**src/npos_pkg.sv**
```systemverilog
// shared types and constants for the nearest point order sort block
package npos_pkg;

	localparam int FRAME_W     = 16;
	localparam int DEF_CAPACITY = 64;
	localparam int DEF_COORD_W  = 32;

	// action codes of an input word
	localparam logic ACT_LOAD  = 1'b0;
	localparam logic ACT_QUERY = 1'b1;

	// purpose of a table read
	typedef enum logic [1:0] {
		RD_REF,
		RD_DIST,
		RD_EMIT
	} rd_kind_t;

	// commands from the controller to the datapath
	typedef struct packed {
		logic     load_wr;
		logic     query_start;
		logic     rd_en;
		rd_kind_t rd_kind;
		logic     emit_found;
		logic     emit_last;
	} npos_cmd_t;

	// status from the datapath to the controller
	typedef struct packed {
		logic dist_busy;
		logic sort_empty;
		logic sort_one;
		logic out_credit;
	} npos_sts_t;

endpackage

```
**src/npos_ctrl.sv**
```systemverilog
// controller: load handling, scan sequencing and result emission
module npos_ctrl import npos_pkg::*; #(
	parameter int CAPACITY = DEF_CAPACITY,
	localparam int CNT_W = $clog2(CAPACITY + 1),
	localparam int IDX_W = $clog2(CAPACITY)
) (
	input  logic             clk,
	input  logic             arst_n,
	input  logic             in_valid,
	input  logic             action,
	output logic             in_stall,
	input  npos_sts_t        sts,
	output npos_cmd_t        cmd,
	output logic [IDX_W-1:0] addr
);

	typedef enum logic [2:0] {
		ST_IDLE,
		ST_REF,
		ST_DIST,
		ST_DRAIN,
		ST_EMIT
	} state_t;

	state_t           state_q;
	logic [CNT_W-1:0] cnt_q;
	logic [CNT_W-1:0] count_q;
	logic             accept;
	logic             scan_more;
	logic             table_full;

	assign in_stall   = (state_q != ST_IDLE);
	assign accept     = in_valid && (state_q == ST_IDLE);
	assign scan_more  = (cnt_q != count_q);
	assign table_full = (count_q == CNT_W'(CAPACITY));

	// command decode
	always_comb begin
		cmd  = '0;
		addr = cnt_q[IDX_W-1:0];
		case (state_q)
			ST_IDLE: begin
				addr = count_q[IDX_W-1:0];
				if (accept) begin
					if (action == ACT_LOAD) begin
						cmd.load_wr = !table_full;
					end else begin
						cmd.query_start = 1'b1;
					end
				end
			end
			ST_REF: begin
				cmd.rd_en   = scan_more;
				cmd.rd_kind = RD_REF;
			end
			ST_DIST: begin
				cmd.rd_en   = scan_more;
				cmd.rd_kind = RD_DIST;
			end
			ST_EMIT: begin
				cmd.rd_kind    = RD_EMIT;
				cmd.rd_en      = sts.out_credit;
				cmd.emit_found = !sts.sort_empty;
				cmd.emit_last  = sts.sort_empty || sts.sort_one;
			end
			default: begin
			end
		endcase
	end

	// state, scan counter and table fill count
	always_ff @(posedge clk or negedge arst_n) begin
		if (!arst_n) begin
			state_q <= ST_IDLE;
			cnt_q   <= '0;
			count_q <= '0;
		end else begin
			case (state_q)
				ST_IDLE: begin
					if (accept) begin
						if (action == ACT_LOAD) begin
							if (!table_full) begin
								count_q <= count_q + 1'b1;
							end
						end else begin
							state_q <= ST_REF;
							cnt_q   <= '0;
						end
					end
				end
				ST_REF: begin
					if (scan_more) begin
						cnt_q <= cnt_q + 1'b1;
					end else begin
						state_q <= ST_DIST;
						cnt_q   <= '0;
					end
				end
				ST_DIST: begin
					if (scan_more) begin
						cnt_q <= cnt_q + 1'b1;
					end else begin
						state_q <= ST_DRAIN;
					end
				end
				ST_DRAIN: begin
					if (!sts.dist_busy) begin
						state_q <= ST_EMIT;
					end
				end
				ST_EMIT: begin
					if (sts.out_credit && cmd.emit_last) begin
						state_q <= ST_IDLE;
					end
				end
				default: begin
					state_q <= ST_IDLE;
				end
			endcase
		end
	end

	a_count_range: assert property (@(posedge clk) disable iff (!arst_n)
		count_q <= CNT_W'(CAPACITY))
		else $error("table fill count beyond capacity");

	a_scan_in_table: assert property (@(posedge clk) disable iff (!arst_n)
		(cmd.rd_en && state_q != ST_EMIT) |-> (cnt_q < count_q))
		else $error("scan read past the filled part of the table");

endmodule

```
**config.mk**
```make
export PLATFORM = sky130hd
export DESIGN_NAME = npos_ctrl
export DESIGN_NICKNAME = d
export VERILOG_FILES = /design/src/npos_pkg.sv /design/src/npos_ctrl.sv
export SDC_FILE = /design/constraint.sdc
export NUM_CORES = 1
export LEC_CHECK = 0
export ABC_AREA = 1
export BUFFER_PORTS_ARGS = -buffer_cell sky130_fd_sc_hd__buf_2
export CORE_ASPECT_RATIO = 0.6
export CORE_MARGIN = 2
export CORE_UTILIZATION = 55
export DETAILED_ROUTE_END_ITERATION = 6
export PLACE_DENSITY = 0.79
export SLEW_MARGIN = 0
export SYNTH_ARGS = -nofsm -noshare
export SYNTH_HDL_FRONTEND = slang
export SYNTH_SLANG_ARGS = --single-unit
```
**constraint.sdc**
```tcl
create_clock -name clk -period 2.3 [get_ports clk]
set_input_delay 0.46 -clock clk [delete_from_list [all_inputs] [get_ports clk]]
set_output_delay 0.46 -clock clk [all_outputs]
set_load 0.02 [all_outputs]
```
==> results.md <==
- Post-synth top flop: dfrtp_1
- Hold Crit Class: in2async
- EDFF count, synth: 0
- Initial antenna violation count: 0
- FF-to-FF setup slack: between 700 and 800 ps
- CORE AREA: 2163 µm²
- Post-Route WL: ~2.9 mm
- Sequential Area: between 400 and 500 µm²
- Vias: around 1,100
- CP startpoint kind: register
- Sequential share of the synthesized area: approximately a third
- Post-synth top cells: 51 x nand2_1, 25 x inv_1, 17 x dfrtp_1
- Cell with the most instances after synthesis: nand2_1
- Largest net degree at the start of global routing: 18
- Reg2Reg Launch Point: state_q[0]
- Fmax: approximately 480 MHz
- Cts bufs inserted: 3
- Post-route insts no fill: 222
- I/O Buffers: 21
- Final Cycle Share: roughly nine tenths
- DR vias/cell: 4.982
- Pre-Repair DR Iteration Count: 4
- Final hold vios: 0
- GRT overflow: 0
- Cell taking the most area after synthesis: dfrtp_1
- Total of max-cap violations: 0
- Gpl congestion: 0.8931
- Synth unique cells: 25
- DRT iter0 DRCs: 59
- Yosys reg bits: 17
- Max VDD drop: 798.4 µV
- Leak pwr: 0.7998 nW
- Post-DR wirelength/cell: around 13 µm
- Setup Skew: approximately 2.5 ps
- Gr usage total: 23.31%
- CTS Hold Bufs: 0
- Clk_lat worst skew: 250 ps
- RSZ-0062 raised after global routing: no
- Final min period: about 2100 ps
- Final setup fails: 0
- H-tree lvl count: 1
- Arrival time of the worst setup path: 1610 ps
- Number of fill cells: 194
- Critical path origin: count_q[2]
- Reg-to-Reg End: count_q[5]
- Synthesis-to-layout area growth: 12.98%
- Max stage delay cell, worst path: dfrtp_1
- Hpwl dp: 2.191 mm
- Status: finished, final reports clean
- Worst slew pin tran: 415.2 ps
- Worst-path clk slew: ~70 ps
- Root Buffer: clkbuf_8
- FP Rows: 13
- Synthesized instance count: 172
- Syn avg cell area: 7.340 µm²
- Max_slew headroom: 72.32%
- Yosys warns: 0
- Setup TNS: 0 ps
- Post-CTS Resized: 0
- Vias in the first global route: around 920
- Die Y: 41.11 µm
- Critical Path End: cmd[4]
- Placed Cells: roughly 220
- Setup bufs post-CTS: 0
- Die W: 65.85 µm
- Share of layout cells above drive strength 1: between 20% and 30%
- Post-synthesis async set-or-reset flop share: between 90% and 100%
- DRC: 0
- Starting Density: approximately three fifths
- Worst R2R Path Depth: 8
- Max Fanout on Critical Path: 7
- Top Ports: 22
- ANT cells: 0
- Area occupied by multi-input gates: 711.9 µm²
- Final net count: between 200 and 250
- Syn nets: between 150 and 200
- Crit end category: primary output
- Ranking of synthesized cells by area: dfrtp_1 34%, nand2_1 15%, inv_1 7.4%, xor2_1 6.9%, nand3_1 5.9%
- Placed Area: 1381 µm²
- Clock sinks: 17
- CP peak stage delay: 470 ps
- Final Max Tran Viols: 0
- CP Class: reg2out
- Post-Syn Area: 1262 µm²
- Share of the synthesized area in the top cell type: 33.70%
- Pwr dens: 1416 nW/µm²
- Routed Antenna Nets: 0
- CP required: 1840 ps
- First-pass GRT wire length: 4.464 mm
- Die area: 2707 µm²
- CP cell instances: xnor2_1, nand2_1, nor2_2, nand2_2, nand2_4, nand2_1, buf_2
- Max clock buf depth: 2
- Crit-path most repeated cell: nand2_1
- Design area: 1426 µm²
- CTS tree: built
==> layer usage <==
metal | up-vias | wire (µm) | track usage [%]
li1 | 575 | - | -
met5 | - | 0 | 0
met2 | 20 | 1240 | 35.10
met1 | 509 | 1499 | 34.00
met3 | 2 | 116 | 5.769
met4 | 0 | 12 | 4.688
==> worst min-delay path by stage <==
stage / startpoint / to / cells past startpoint / slack (ps)
6_report: arst_n / count_q[1] / 1 / 140
5_1_grt: arst_n / count_q[1] / 1 / 160
4_1_cts: arst_n / count_q[1] / 1 / 130
3_5_place_dp: arst_n / count_q[1] / 1 / 410
3_3_place_gp: arst_n / count_q[6] / 1 / 400
2_1_floorplan: arst_n / cnt_q[0] / 0 / 160
==> through the flow <==
stage / setup WS (ps) / power, mW / utilization, % / hold slack, ps
after floorplan: 386.2 / 1.484 / - / 164.4
after global placement: 543.2 / 1.736 / 63.85 / 404.7
after detailed placement: 506.6 / 1.774 / 63.85 / 406.6
after CTS: 216.4 / 2.017 / 65.93 / 133.8
after global routing: 132.5 / 2.171 / 65.93 / 160.4
final: 229.2 / 2.020 / 65.93 / 135.6
==> power breakdown <==
part,switching [mW],leakage [nW],internal (mW)
Sequential,0.162,0.222,0.403
Combinational,0.836,0.556,0.395
Clock,0.100,0.0228,0.123
==> layout make-up <==
type | instances | share of cell area, %
Clock buffer | 4 | 3.158
Inverter | 27 | 7.105
Multi-Input combinational cell | 123 | 49.91
Sequential cell | 17 | 29.82
Tap cell | 30 | 2.632
Timing Repair Buffer | 21 | 7.368
==> placed cells by master, fill, tap and decap left out, drive strengths merged, types with 3 or more instances in the layout <==
master,netlist,routed
buf,1,21
nand3,15,15
clkbuf,4,4
ha,3,3
xnor2,4,4
inv,27,27
nand2,57,57
nor3,5,5
o21ai,9,9
o2111ai,3,3
xor2,10,10
nor2,12,12
dfrtp,17,17
==> flip-flops by register name (all words and copies together), names as in the netlist <==
register  count
count_q       7
state_q       3
cnt_q         7
==> cells by family (layout without fill, tap and decap cells) <==
family,after synthesis,after routing,share of synthesized area [%]
flops,17,17,33.70
buf+inv,32,52,9.910
compound gates,15,15,8.227
fa+ha+maj,3,3,2.974
simple gates,91,91,35.48
xor+xnor,14,14,9.712
==> worst max-delay path, delay by kind of cell (launching register included) <==
family	cells	cell delay, ps
AND/OR/NAND/NOR	5	520
flip-flops	1	470
XOR/XNOR	1	220
buffers and inverters	1	150
No activity file was read; power rests on OpenSTA's default activity.
